### config.mk
export PLATFORM = sky130hd
export DESIGN_NAME = byte_signature_displacement_scan_top
export DESIGN_NICKNAME = d
export VERILOG_FILES = /design/src/hdl/bsd_pkg.sv /design/src/hdl/byte_signature_displacement_scan_top.sv /design/src/hdl/bsd_matcher.sv /design/src/hdl/bsd_out_fifo.sv
export SDC_FILE = /design/constraint.sdc
export NUM_CORES = 1
export LEC_CHECK = 0
export BUFFER_PORTS_ARGS = -buffer_cell sky130_fd_sc_hd__clkbuf_2
export CORE_AREA = 10 10 239 241
export CTS_CLUSTER_SIZE = 20
export DETAILED_ROUTE_END_ITERATION = 16
export DIE_AREA = 0 0 249 251
export HOLD_SLACK_MARGIN = 0.08
export PLACE_DENSITY = 0.54
export SLEW_MARGIN = 0
export SYNTH_ARGS = -nofsm -noshare
export SYNTH_HDL_FRONTEND = slang
export SYNTH_SLANG_ARGS = --single-unit
### constraint.sdc
create_clock -name clk -period 5.4 [get_ports clk]
set_input_delay 0.27 -clock clk [delete_from_list [all_inputs] [get_ports clk]]
set_output_delay 0.27 -clock clk [all_outputs]
set_load 0.01 [all_outputs]
### src/hdl/bsd_pkg.sv
// ----------------------------------------------------------------------------
// bsd_pkg
// Shared types and constants of the byte signature displacement scan.
// ----------------------------------------------------------------------------
package bsd_pkg;

  localparam int PATTERN_W   = 64;
  localparam int LENGTH_W    = 4;
  localparam int DISP_W      = 32;
  localparam int INDEX_W     = 4;
  localparam int COUNT_W     = 5;
  localparam int CFG_INDEX_W = 3;
  localparam int CFG_DATA_W  = 64;

  // Result queue depth and the width of its fill count.
  localparam int FIFO_DEPTH = 3;
  localparam int FIFO_PTR_W = 2;
  localparam int FIFO_CNT_W = 2;

  localparam logic [COUNT_W-1:0] COUNT_MAX = 5'd31;

  localparam logic [PATTERN_W-1:0] RST_PATTERN_BYTES  = '0;
  localparam logic [LENGTH_W-1:0]  RST_PATTERN_LENGTH = 4'd1;
  localparam logic [DISP_W-1:0]    RST_DISP_LOW       = 32'h0000_0000;
  localparam logic [DISP_W-1:0]    RST_DISP_HIGH      = 32'hFFFF_FFFF;
  localparam logic [INDEX_W-1:0]   RST_MATCH_INDEX    = 4'd0;

  typedef enum logic [CFG_INDEX_W-1:0] {
    REG_PATTERN_BYTES  = 3'd0,
    REG_PATTERN_LENGTH = 3'd1,
    REG_DISP_LOW       = 3'd2,
    REG_DISP_HIGH      = 3'd3,
    REG_MATCH_INDEX    = 3'd4
  } cfg_reg_t;

  typedef struct packed {
    logic [PATTERN_W-1:0] pattern_bytes;
    logic [LENGTH_W-1:0]  pattern_length;
    logic [DISP_W-1:0]    disp_low;
    logic [DISP_W-1:0]    disp_high;
    logic [INDEX_W-1:0]   match_index;
  } cfg_t;

  typedef struct packed {
    logic [DISP_W-1:0] displacement;
    logic              found;
  } result_t;

endpackage

### src/hdl/byte_signature_displacement_scan_top.sv
// The byte that causes a result word is registered in the input stage, and the
// word is then written into the result queue, from which it is offered.
// Throughput: one byte per cycle while in_stall is low. The head compare over the
// byte history shift register is combinational; a three-entry result queue
// absorbs output stalls. Reset is synchronous and active high; it clears the scan
// state and the queue and loads the register reset values.
// ----------------------------------------------------------------------------
// byte_signature_displacement_scan_top
// Scans a byte stream for a head pattern followed by a ranged displacement.
// ----------------------------------------------------------------------------
module byte_signature_displacement_scan_top
  import bsd_pkg::*;
#(
  parameter int WINDOW_BYTES      = 320,
  parameter int MAX_PATTERN_BYTES = 8
) (
  input  logic                   clk,
  input  logic                   rst,
  input  logic                   cfg_write,
  input  logic [CFG_INDEX_W-1:0] cfg_index,
  input  logic [CFG_DATA_W-1:0]  cfg_data,
  input  logic                   in_valid,
  output logic                   in_stall,
  input  logic [7:0]             data_byte,
  input  logic                   last_byte,
  output logic                   out_valid,
  input  logic                   out_stall,
  output logic [DISP_W-1:0]      displacement,
  output logic                   found
);

  cfg_t                  cfg;
  logic                  stage_valid;
  logic [7:0]            stage_byte;
  logic                  stage_last;
  logic                  push;
  result_t               push_data;
  result_t               out_data;
  logic [FIFO_CNT_W-1:0] fill;
  logic                  in_accept;

  // Stall whenever the queue could not take a word from every byte in flight.
  assign in_stall  = ({1'b0, fill} + {{FIFO_CNT_W{1'b0}}, stage_valid})
                     >= (FIFO_CNT_W + 1)'(FIFO_DEPTH);
  assign in_accept = in_valid && !in_stall;

  always_ff @(posedge clk) begin
    if (rst) begin
      cfg.pattern_bytes  <= RST_PATTERN_BYTES;
      cfg.pattern_length <= RST_PATTERN_LENGTH;
      cfg.disp_low       <= RST_DISP_LOW;
      cfg.disp_high      <= RST_DISP_HIGH;
      cfg.match_index    <= RST_MATCH_INDEX;
    end else if (cfg_write) begin
      unique case (cfg_index)
        REG_PATTERN_BYTES:  cfg.pattern_bytes  <= cfg_data;
        REG_PATTERN_LENGTH: cfg.pattern_length <= cfg_data[LENGTH_W-1:0];
        REG_DISP_LOW:       cfg.disp_low       <= cfg_data[DISP_W-1:0];
        REG_DISP_HIGH:      cfg.disp_high      <= cfg_data[DISP_W-1:0];
        REG_MATCH_INDEX:    cfg.match_index    <= cfg_data[INDEX_W-1:0];
        default: ;
      endcase
    end
  end

  always_ff @(posedge clk) begin
    if (rst) begin
      stage_valid <= 1'b0;
    end else begin
      stage_valid <= in_accept;
    end
  end

  always_ff @(posedge clk) begin
    if (in_accept) begin
      stage_byte <= data_byte;
      stage_last <= last_byte;
    end
  end

  bsd_matcher #(
    .WINDOW_BYTES      (WINDOW_BYTES),
    .MAX_PATTERN_BYTES (MAX_PATTERN_BYTES)
  ) u_matcher (
    .clk        (clk),
    .rst        (rst),
    .cfg        (cfg),
    .item_valid (stage_valid),
    .item_byte  (stage_byte),
    .item_last  (stage_last),
    .push       (push),
    .result     (push_data)
  );

  bsd_out_fifo u_out_fifo (
    .clk       (clk),
    .rst       (rst),
    .push      (push),
    .push_data (push_data),
    .out_valid (out_valid),
    .out_stall (out_stall),
    .out_data  (out_data),
    .fill      (fill)
  );

  assign displacement = out_data.displacement;
  assign found        = out_data.found;

endmodule

### src/hdl/bsd_matcher.sv
// ----------------------------------------------------------------------------
// bsd_matcher
// Byte history, window position, match counter and the combinational
// head compare and displacement range check.
// ----------------------------------------------------------------------------
module bsd_matcher
  import bsd_pkg::*;
#(
  parameter int WINDOW_BYTES      = 320,
  parameter int MAX_PATTERN_BYTES = 8
) (
  input  logic          clk,
  input  logic          rst,
  input  cfg_t          cfg,
  input  logic          item_valid,
  input  logic [7:0]    item_byte,
  input  logic          item_last,
  output logic          push,
  output result_t       result
);

  localparam int HIST  = MAX_PATTERN_BYTES + 4;
  localparam int POS_W = $clog2(WINDOW_BYTES + 1);

  logic [7:0]         hist [HIST];
  logic [7:0]         hist_next [HIST];
  logic [POS_W-1:0]   pos;
  logic [POS_W-1:0]   pos_next;
  logic [COUNT_W-1:0] count;
  logic               answered;

  logic [LENGTH_W-1:0]          head_len;
  logic [MAX_PATTERN_BYTES-1:0] hit_vec;
  logic                         hit;
  logic                         active;
  logic                         span_ok;
  logic [DISP_W-1:0]            disp;
  logic                         qualify;
  logic                         report;

  always_comb begin
    head_len = cfg.pattern_length;
    if (head_len == '0) begin
      head_len = LENGTH_W'(1);
    end else if (head_len > LENGTH_W'(MAX_PATTERN_BYTES)) begin
      head_len = LENGTH_W'(MAX_PATTERN_BYTES);
    end
  end

  always_comb begin
    hist_next[0] = item_byte;
    for (int i = 1; i < HIST; i++) begin
      hist_next[i] = hist[i-1];
    end
  end

  // One compare set per possible head length; the head ends just before the
  // four displacement bytes, oldest head byte matching pattern byte 0.
  always_comb begin
    for (int n = 1; n <= MAX_PATTERN_BYTES; n++) begin
      hit_vec[n-1] = 1'b1;
      for (int k = 0; k < n; k++) begin
        if (hist_next[n+3-k] != cfg.pattern_bytes[8*k +: 8]) begin
          hit_vec[n-1] = 1'b0;
        end
      end
    end
    hit = 1'b0;
    for (int n = 1; n <= MAX_PATTERN_BYTES; n++) begin
      if (head_len == LENGTH_W'(n)) begin
        hit = hit_vec[n-1];
      end
    end
  end

  assign active   = !answered && (pos < POS_W'(WINDOW_BYTES));
  assign pos_next = pos + POS_W'(1);
  assign span_ok  = pos_next >= (POS_W'(head_len) + POS_W'(4));
  assign disp     = {hist_next[0], hist_next[1], hist_next[2], hist_next[3]};
  assign qualify  = active && span_ok && hit &&
                    (disp >= cfg.disp_low) && (disp < cfg.disp_high);
  assign report   = qualify && (count == {1'b0, cfg.match_index});

  assign push                = item_valid && (report || (item_last && !answered));
  assign result.displacement = report ? disp : '0;
  assign result.found        = report;

  always_ff @(posedge clk) begin
    if (item_valid && active) begin
      for (int i = 0; i < HIST; i++) begin
        hist[i] <= hist_next[i];
      end
    end
  end

  always_ff @(posedge clk) begin
    if (rst) begin
      pos      <= '0;
      count    <= '0;
      answered <= 1'b0;
    end else if (item_valid) begin
      if (item_last) begin
        pos      <= '0;
        count    <= '0;
        answered <= 1'b0;
      end else if (active) begin
        pos <= pos_next;
        if (qualify && count != COUNT_MAX) begin
          count <= count + COUNT_W'(1);
        end
        if (report) begin
          answered <= 1'b1;
        end
      end
    end
  end

endmodule

### src/hdl/bsd_out_fifo.sv
// ----------------------------------------------------------------------------
// bsd_out_fifo
// Small result queue that decouples the scan from the output handshake.
// ----------------------------------------------------------------------------
module bsd_out_fifo
  import bsd_pkg::*;
(
  input  logic                  clk,
  input  logic                  rst,
  input  logic                  push,
  input  result_t               push_data,
  output logic                  out_valid,
  input  logic                  out_stall,
  output result_t               out_data,
  output logic [FIFO_CNT_W-1:0] fill
);

  result_t               mem [FIFO_DEPTH];
  logic [FIFO_PTR_W-1:0] wr_ptr;
  logic [FIFO_PTR_W-1:0] rd_ptr;
  logic                  pop;

  assign out_valid = fill != '0;
  assign out_data  = mem[rd_ptr];
  assign pop       = out_valid && !out_stall;

  function automatic logic [FIFO_PTR_W-1:0] ptr_inc(input logic [FIFO_PTR_W-1:0] p);
    ptr_inc = (p == FIFO_PTR_W'(FIFO_DEPTH - 1)) ? '0 : p + FIFO_PTR_W'(1);
  endfunction

  always_ff @(posedge clk) begin
    if (push) begin
      mem[wr_ptr] <= push_data;
    end
  end

  always_ff @(posedge clk) begin
    if (rst) begin
      wr_ptr <= '0;
      rd_ptr <= '0;
      fill   <= '0;
    end else begin
      if (push) begin
        wr_ptr <= ptr_inc(wr_ptr);
      end
      if (pop) begin
        rd_ptr <= ptr_inc(rd_ptr);
      end
      if (push && !pop) begin
        fill <= fill + FIFO_CNT_W'(1);
      end else if (pop && !push) begin
        fill <= fill - FIFO_CNT_W'(1);
      end
    end
  end

endmodule
* After elaboration in Yosys (flattened, before gate mapping) *
Memories as Yosys holds them, arrays and structs flattened. A register that Yosys moved wholly into a read port is not among the register bits.
Index checks and enable logic that the tools add are counted.

storage, ports and cells
  bits in registers = 167
  memory bits (writable) = 195
  input port bits = 81
  output and inout bits = 35
  logic and storage cells = 182
  memories kept = 2

cells by class
  $add $sub $neg = 8
  magnitude comparators = 6
  equality and inequality tests = 52
  muxes and demuxes = 65
  reductions and logical operators = 35

memories
  memory          words  width  rd ports  clocked after Yosys merged registers in  wr ports  line                text
  u_out_fifo.mem  3      33     1         1                                        1         bsd_out_fifo.sv:18  result_t mem [FIFO_DEPTH];
  u_matcher.hist  12     8      11        0                                        12        bsd_matcher.sv:25   logic [7:0] hist [HIST];

operators by type and width
  operator             number
  $ne 8x8->1           36
  $mux 1               51
  $ge 32x32->1         1
  $lt 32x32->1         1
  $mux 32              1
  $mux 9               2
  $eq 4x3->1 const B   4
  $mux 5               3
  $logic_and 1x1->1    14
  $mux 2               6
  $reduce_and 2->1     6
  $reduce_bool 2->1    5
  $add 9x1->9 const B  1
  $ge 9x9->1           1
  $lt 9x9->1 const B   1
  $eq 4x2->1 const B   2
  $mux 4               2
  $add 2x1->2 const B  3
  $eq 3x2->1 const B   2
  $reduce_and 3->1     2
  $add 4x3->5 const B  1
  $add 5x1->5 const B  1
  $eq 5x4->1           1
  $logic_not 1->1      5
  other kinds (13)     14

* Depth between registers and ports, before layout *
Gate-level depths: netlist of run 1.

  word-level depth = 22
  mapped depth = 18
  mapped depth without buffers = 17

* By module *
From an unflattened synthesis of run 1, not the netlist that was laid out.

second synthesis, totals
  cells, all modules = 1,783
  area total of the unflattened synthesis = 19,135.9 µm²

modules (own cells, without submodules)
  module                                times used  cells each  area an instance (µm²)  seq. area each (µm²)
  bsd_matcher                           1           974         9,073.7                 2,942.8
  byte_signature_displacement_scan_top  1           568         6,097.1                 3,012.9
  bsd_out_fifo                          1           241         3,965.1                 3,133.0

* Least setup slack after synthesis of run 1 *
No wires, ideal clock.

  path kind = flip-flop to flip-flop
  from = memory u_matcher.hist[4][4], in the netlist u_matcher.hist[2][4]
  to = memory u_out_fifo.mem[2][0] (netlist bit), enable pin
  library setup time = 0.471 ns
  arrival time = 4.832 ns
  required time = 4.929 ns
  setup slack = 0.097 ns
  stages on the path, launching flop included = 10
  path buffers = 1
  clock period less this slack = 5.303 ns
  cell sequence = edfxtp_1 > buf_6 > xor2_1 > nor4_1 > nand4_1 > o311a_1 > o32a_1 > nor4_2 > o21ai_1 > nor3b_1

RTL lines
  what             line
  start, declared  bsd_matcher.sv:25
  end, declared    bsd_out_fifo.sv:18

==> reports/results.tsv, run 1 <==
stage	metric	value	unit
status	status	finished clean	
place	IO buf count	115	
die	Vert. Die Dim	251	um
synth	Syn Std Cell Area	0.01816	mm2
timing	setup TNS	0	ps
setup_path	crit-path cells	ha_1 > a21oi_1 > o21ai_0 > a221o_1 > a311oi_1 > o21ai_0 > a21oi_1 > nor4_4 > o21ai_1 > inv_1 > ha_1 > or3_1 > a21oi_1	
setup_path	most frequent CP cell	a21oi_1	
die	Placement Rows	84	
layout	# diodes	0	
die	starting density of the core	34.77	%
grt	first-pass GRT wire length	87.00	mm
synth	post-synth top area cell	edfxtp_1	
setup_path	critical path type	reg -> reg	
setup_path	CP Launch Type	flip-flop	
synth	FF+latch count, synth	356	
drt	post-route ant nets	0	
clock_network	Clock Tree Buf Depth	3	
place	gpl congestion	0.9834	
drt	via count	13470	
clock_network	worst skew pair latency	590	ps
setup_path	CP Data Arrival Time	4900	ps
place	DP HPWL	40.69	mm
synth	top cells by area, synth	edfxtp_1, dfxtp_1, xor2_1, nand2_1, xnor2_1	
setup_path	Reg2Reg Setup Slack	1000	ps
grt	largest net degree at the start of global routing	82	
timing	crit share post-route	81.48	%
setup_path	CP bufs+invs	1	
run	Max Cap Viol	0	
setup_path	CP max-delay cell	edfxtp_1	
drt	post-detailed-routing wire length	58.28	mm
grt	GRT overflow	0	
min_path	HP Start	cfg_data[1]	
die	core area	0.05224	mm2
synth	Main synth FF type	edfxtp_1	
drt	initial drt markers	1192	
synth	EDFF count, synth	196	
grt	vias in the first global route	13480	
drt	drt first pass iters	5	
pwr	Final Power	6.846	mW
timing	skew final	30.43	ps
timing	# setup viols final	0	
setup_path	CP Max Fanout	4	
clock_network	clk sinks	356	
setup_path	Crit. Startpoint	u_matcher.hist[1][5]	
layout	layout cell share with drive strength beyond 1	10.69	%
setup_path	Worst path max stage delay	560	ps
die	Die Wd	249	um
clock_network	setup repair bufs after CTS	0	
clock_network	Num CTS Buffers	40	
synth	Post-synth ARST share	0	%
timing	Least-Margin Pin Slew	954.9	ps
drt	Residual DRC	0	
pwr	pwr/cell area	324.0	mW/mm2
setup_path	Critical Path End Type	flip-flop	
synth	post-synthesis cell type count	54	
setup_path	RR Startpoint	u_matcher.hist[1][5]	
synth	syn_nets	1955	
clock_network	root buffer cell	clkbuf_16	
drt	routed len/inst	22.13	um
grt	Total GRT Usage	18.19	%
layout	nets@finish	2070	
timing	Slew HR	35.75	%
die	# IOs	116	
timing	final hold violation count	0	
synth	Ys Warns	0	
layout	Area Growth Syn to Fin	16.35	%
setup_path	CP delay by family, top	compound AO/OA/AOI/OAI gates	
synth	post-synth top area share	32.41	%
synth	mean post-synth cell area	10.10	um2
clock_network	H-tree Lvls	2	
clock_network	clock-pin slew on the worst setup and hold paths	60	ps
grt	initial antenna violation count	1	
synth	register area share after synthesis	50.04	%
clock_network	CTS tree	done	
pwr	Peak VDD IR	206.8	uV
min_path	worst min path class	in -> reg	
drt	Via density	5.117	
layout	Core Util, Final	40.45	%
timing	Final Max Slew Viols	0	
setup_path	Worst EP required	5900	ps
timing	crit path time final	4400	ps
pwr	leak pwr	8.302	nW
timing	RSZ-0062 raised after global routing	false	
timing	FMAX	227.3	MHz
timing	Fin Hold WS	92.80	ps
synth	Syn Inst Count	1799	
die	Die ar.	0.06250	mm2
-- worst register-to-register path, stage by stage (launching register included) --
cell and delay, ps:
edfxtp_1 560, ha_1 360, a21oi_1 140, o21ai_0 130, a221o_1 370, a311oi_1 440
o21ai_0 250, a21oi_1 510, nor4_4 130, o21ai_1 440, inv_1 130, ha_1 350
or3_1 350, a21oi_1 140
-- state kept, by name, summed over array words and instances (netlist names), named ones only --
register,flops
stage_valid,1
u_matcher.pos,9
u_out_fifo.fill,2
u_out_fifo.mem,99
u_out_fifo.wr_ptr,2
stage_last,1
u_matcher.answered,1
u_matcher.hist,88
u_matcher.count,5
stage_byte,8
cfg,136
u_out_fifo.rd_ptr,2
-- stage by stage --
stage / std cells / setup slack [ps] / instance area [um2]
2_1_floorplan: 1799 / 96.56 / 18160
3_3_place_gp: 2489 / 1013 / 19120
3_5_place_dp: 2489 / 1015 / 19120
4_1_cts: 2633 / 974.8 / 21130
5_1_grt: 2633 / 795.2 / 21130
6_report: 2633 / 1000 / 21130
-- routing by layer --
layer	up-vias	GRT usage, %	part of all wire [%]
met5	-	0	0.022
met1	6541	24.00	45
met3	100	3.446	6.6
li1	6373	-	-
met2	457	29.18	46
met4	2	6.672	3.1
-- power breakdown --
| group | switching (mW) | internal, mW | total (mW) |
|---|---|---|---|
| registers | 0.234 | 3.01 | 3.24 |
| clock network | 1.14 | 1.57 | 2.71 |
| logic | 0.511 | 0.384 | 0.895 |
| total | 1.88 | 4.96 | 6.85 |
-- logic make-up (layout without fill, tap and decap cells) --
| logic type | Yosys count | in the layout | share of synthesized area, % |
|---|---|---|---|
| multiplexers | 40 | 40 | 2.205 |
| AND/OR/NAND/NOR | 583 | 583 | 15.48 |
| buffers and inverters | 209 | 355 | 5.312 |
| other | 1 | 1 | 0.02065 |
| AO/OA/AOI/OAI | 236 | 236 | 7.351 |
| adder cells (fa/ha/maj) | 75 | 75 | 5.167 |
| XOR/XNOR | 299 | 299 | 14.42 |
| flip-flops | 356 | 356 | 50.04 |
-- placed cells by master (no fill, tap or decap), drive strengths merged, types with 53 or more instances in the layout --
cell type    count
nand2          301
edfxtp         196
xor2           188
clkbuf         174
dfxtp          160
a21oi          132
xnor2          111
ha              75
inv             74
dlygate4sd3     71
nor4            53
-- final timing paths --
kind	endpoint	depth (start not counted)
min	cfg[37]	3
min reg2reg	cfg[61]	2
max reg2reg	u_out_fifo.fill[1]	13
max	u_out_fifo.fill[1]	13
-- synth_stat cells (15+ instances only) --
cell      count
a21oi_1     132
o21ai_0      48
inv_1        72
ha_1         75
buf_2        36
and2_1       36
nand4_1      45
nor2_1       40
nand2_1     301
xor2_1      188
edfxtp_1    196
clkbuf_1     76
dfxtp_1     160
nand3_1      26
xnor2_1     111
mux2i_1      40
nor4_1       52
nand3b_1     29
a21o_1       15
-- repair_timing --
action / in CTS / in global routing
resized for setup: 0 / 0
endpoints found under the hold margin: 128 / 0
hold buffers: 71 / 0
-- layout make-up --
cell class	instances	area, um2
multi-input combinational	1234	8143
sequential	356	9091
timing repair buffer	210	1469
clock inverter	13	116.4
inverter	72	270.3
tap	688	860.8
fill	5112	31100
clock buffer	60	1180
(Power assumes the default switching activity.)
==> inputs of run 2 (changes only) <==
--- a/config.mk
+++ b/config.mk
@@ -5,13 +5,14 @@
 export SDC_FILE = /design/constraint.sdc
 export NUM_CORES = 1
 export LEC_CHECK = 0
+export ABC_AREA = 1
 export BUFFER_PORTS_ARGS = -buffer_cell sky130_fd_sc_hd__clkbuf_2
-export CORE_AREA = 10 10 239 241
+export CORE_AREA = 10 10 244 246
 export CTS_CLUSTER_SIZE = 20
 export DETAILED_ROUTE_END_ITERATION = 16
-export DIE_AREA = 0 0 249 251
+export DIE_AREA = 0 0 254 256
 export HOLD_SLACK_MARGIN = 0.08
-export PLACE_DENSITY = 0.54
+export PLACE_DENSITY = 0.52
 export SLEW_MARGIN = 0
 export SYNTH_ARGS = -nofsm -noshare
 export SYNTH_HDL_FRONTEND = slang
==> constraint.sdc (replaced) <==
create_clock -name clk -period 4.1 [get_ports clk]
set_input_delay 0.205 -clock clk [delete_from_list [all_inputs] [get_ports clk]]
set_output_delay 0.205 -clock clk [all_outputs]
set_load 0.01 [all_outputs]
==> reports/results.tsv, run 2 <==
stage	metric	value	unit	change
status	status	finished clean		unchanged
layout	nets@finish	2654		was 2070
clock_network	Clock Tree Buf Depth	3		unchanged
min_path	worst min path class	in -> reg		unchanged
layout	largest reg by FF count	cfg		unchanged
grt	Total GRT Usage	22.12	%	was 18.19%
synth	Syn Std Cell Area	0.01885	mm2	was 0.01816 mm2
synth	post-synth top area share	31.23	%	was 32.41%
layout	layout cell share with drive strength beyond 1	12.08	%	was 10.69%
synth	post-synthesis cell type count	41		was 54
synth	syn_nets	2470		was 1955
setup_path	Crit. Startpoint	u_matcher.hist[2][4]		was u_matcher.hist[1][5]
setup_path	Crit path depth	20		was 13
drt	initial drt markers	1405		was 1192
setup_path	critical path type	reg -> reg		unchanged
setup_path	Critical Path End Type	flip-flop		unchanged
setup_path	CP delay by family, top	simple AND/OR/NAND/NOR gates		was compound AO/OA/AOI/OAI gates
clock_network	clk sinks	356		unchanged
die	Placement Rows	86		was 84
drt	Residual DRC	0		unchanged
die	core area	0.05466	mm2	was 0.05224 mm2
grt	GRT overflow	0		unchanged
grt	first-pass GRT wire length	106.2	mm	was 87.00 mm
layout	top flop regs	cfg: 136 flops, u_out_fifo.mem: 99 flops, u_matcher.hist: 88 flops		unchanged
clock_network	root buffer cell	clkbuf_16		unchanged
place	placed insts	3076		was 2489
synth	Main synth FF type	edfxtp_1		unchanged
clock_network	setup repair bufs after CTS	0		unchanged
setup_path	Worst EP required	4570	ps	was 5900 ps
timing	final hold violation count	0		unchanged
timing	FMAX	281.3	MHz	was 227.3 MHz
setup_path	CP max-delay cell	edfxtp_1		unchanged
timing	# setup viols final	0		unchanged
setup_path	crit-path cells	inv_2 > nand2_1 > o21ai_1 > nor2_1 > nand2_1 > nor2_1 > nand2_1 > nor2_1 > buf_4 > nand2_1 > a21oi_2 > nand4_4 > o21bai_2 > nand2_1 > inv_1 > ha_1 > a21oi_1 > o21ai_0 > o21ai_0 > a21oi_1		was ha_1 > a21oi_1 > o21ai_0 > a221o_1 > a311oi_1 > o21ai_0 > a21oi_1 > nor4_4 > o21ai_1 > inv_1 > ha_1 > or3_1 > a21oi_1
layout	most common cell after layout, fill and taps aside	nand2_1		unchanged
synth	mean post-synth cell area	8.145	um2	was 10.10 um2
setup_path	RR Startpoint	u_matcher.hist[2][4]		was u_matcher.hist[1][5]
layout	post-route insts no fill	3237		was 2633
pwr	leak pwr	9.400	nW	was 8.302 nW
drt	drt first pass iters	5		unchanged
timing	Final Max Slew Viols	0		unchanged
clock_network	Num CTS Buffers	43		was 40
timing	Least-Margin Pin Slew	1106	ps	was 954.9 ps
grt	initial antenna violation count	2		was 1
clock_network	worst skew pair latency	590	ps	about the same
setup_path	CP bufs+invs	3		was 1
clock_network	CTS tree	done		unchanged
place	IO buf count	115		unchanged
layout	commonest non-fill, non-tap cells in the layout	nand2_1, nor2_1, inv_1, a21oi_1, edfxtp_1		was nand2_1, edfxtp_1, xor2_1
place	pre-CTS worst setup slack	577.1	ps	was 1015 ps
drt	post-detailed-routing wire length	72.56	mm	was 58.28 mm
pwr	pwr/cell area	431.9	mW/mm2	was 324.0 mW/mm2
layout	Area Growth Syn to Fin	19.70	%	was 16.35%
drt	post-route ant nets	0		unchanged
timing	crit path time final	3555	ps	was 4400 ps
timing	final worst slack	545.4	ps	was 1000 ps
die	# IOs	116		unchanged
run	Max Cap Viol	0		unchanged
layout	# diodes	0		unchanged
die	Vert. Die Dim	256	um	was 251 um
setup_path	Reg2Reg Setup Slack	550	ps	was 1000 ps
drt	Via density	5.023		was 5.117
layout	number of flip-flops in the largest register	136		unchanged
setup_path	CP Max Fanout	7		was 4
setup_path	CP Launch Type	flip-flop		unchanged
place	DP HPWL	54.60	mm	was 40.69 mm
die	Die ar.	0.06502	mm2	was 0.06250 mm2
setup_path	CP Data Arrival Time	4020	ps	was 4900 ps
synth	count leader, synth	nand2_1		unchanged
synth	Post-synth ARST share	0	%	unchanged
die	Die Wd	254	um	was 249 um
pwr	Peak VDD IR	281.4	uV	was 206.8 uV
drt	via count	16260		was 13470
drt	routed len/inst	22.41	um	was 22.13 um
setup_path	Reg2Reg Depth	20		was 13
timing	Slew HR	25.47	%	was 35.75%
clock_network	clock-pin slew on the worst setup and hold paths	60	ps	about the same
timing	RSZ-0062 raised after global routing	false		unchanged
synth	top cells by area, synth	edfxtp_1, dfxtp_1, nand2_1, a21oi_1, xnor2_1		was edfxtp_1, dfxtp_1, xor2_1, nand2_1, xnor2_1
setup_path	worst setup path endpoint	u_out_fifo.fill[1]		unchanged
synth	register area share after synthesis	48.22	%	was 50.04%
setup_path	Worst path max stage delay	610	ps	was 560 ps
synth	EDFF count, synth	196		unchanged
synth	post-synth top area cell	edfxtp_1		unchanged
grt	largest net degree at the start of global routing	56		was 82
place	gpl congestion	1.005		was 0.9834
synth	FF+latch count, synth	356		unchanged
timing	setup TNS	0	ps	unchanged
clock_network	H-tree Lvls	2		unchanged
timing	crit share post-route	86.70	%	was 81.48%
setup_path	most frequent CP cell	nand2_1		was a21oi_1
synth	Syn Inst Count	2314		was 1799
synth	Ys Warns	0		unchanged
timing	skew final	22.29	ps	was 30.43 ps
synth	top cells by count, synth	nand2_1, nor2_1, inv_1		was nand2_1, edfxtp_1, xor2_1
setup_path	worst reg2reg path endpoint	u_out_fifo.fill[1]		unchanged
die	starting density of the core	34.48	%	was 34.77%
grt	vias in the first global route	16010		was 13480
## run 2: cell types whose count changed in the layout (fill, tap and decap cells not counted), moves of 107 or more
cell	previous run	this run
a21oi_1	132	239
inv_1	72	239
nand2_1	300	563
nor2_1	38	240
o21ai_0	48	168
xor2_1	188	28
## run 2: worst min-delay path by stage
| stage | startpoint | to | cells past startpoint |
|---|---|---|---|
| final | cfg_data[33] | cfg[105] | 3 |
| after floorplan | data_byte[0] | stage_byte[0] | 0 |
| after detailed placement | last_byte | stage_last | 1 |
| after global placement | data_byte[2] | stage_byte[2] | 1 |
| after CTS | cfg_data[33] | cfg[105] | 3 |
| after global routing | cfg_data[33] | cfg[105] | 3 |
## run 2: final cells by class
type | instances | area (um2)
clock buffers | 53 | 1195
clock inverters | 27 | 356.6
fillers | 5495 | 32100
inverters | 264 | 992.2
multi-input cells | 1573 | 8143
flip-flops and latches | 356 | 9089
well taps | 704 | 880.8
repair buffers | 260 | 1904
## run 2: cell families (layout without fill, tap and decap cells)
logic type                 Yosys count  after routing  share of synthesized area, %
AOI/OAI and AO/OA                  450            450                         12.31
xor gates and xnor gates           138            138                         6.413
adders and majority gates           75             75                         4.979
buffers and inverters              385            604                         8.696
DFF                                356            356                         48.22
other                                1              1                       0.01990
and+or+nand+nor                    909            909                         19.36
## run 2: report_power, final
part	switching [mW]	leakage [nW]	internal, mW
Combinational	0.934	5.65	0.519
Clock	1.64	0.748	2.53
Sequential	0.200	3.00	3.93
Total	2.77	9.40	6.97
## run 2: repair_timing
item | 4_1_cts | 5_1_grt
resized for setup | 0 | 0
endpoints found under the setup margin | 0 | 0
hold endpoints to repair | 129 | 0
hold buffers | 81 | 0
## run 2: stage by stage
| stage | area [um2] | utilization [%] | total power [mW] | hold WS [ps] |
|---|---|---|---|---|
| 5_1_grt | 22560 | 41.27 | 10.12 | 233.8 |
| 6_report | 22560 | 41.27 | 9.744 | 169.2 |
| 3_3_place_gp | 20200 | 36.95 | 5.584 | 382.1 |
| 2_1_floorplan | 18850 | - | 4.954 | 303.9 |
| 3_5_place_dp | 20200 | 36.95 | 5.584 | 383.7 |
| 4_1_cts | 22560 | 41.27 | 9.813 | 167.4 |
## run 2: worst register-to-register path: cells and delay by family, from the launching register on
family	cells	cell delay, ps
simple gates	9	1130
buf+inv	3	430
fa+ha+maj	1	240
flops	1	610
compound gates	7	1020
## run 2: layer usage
metal | part of all wire (%) | GRT usage, % | wire [um] | vias to the layer above
met1 | 45 | 29.69 | 32620 | 7786
met5 | 0 | 0 | 0 | -
met2 | 46 | 35.37 | 33350 | 509
met4 | 2.5 | 6.137 | 1828 | 0
li1 | - | - | - | 7860
met3 | 6.6 | 4.538 | 4760 | 104
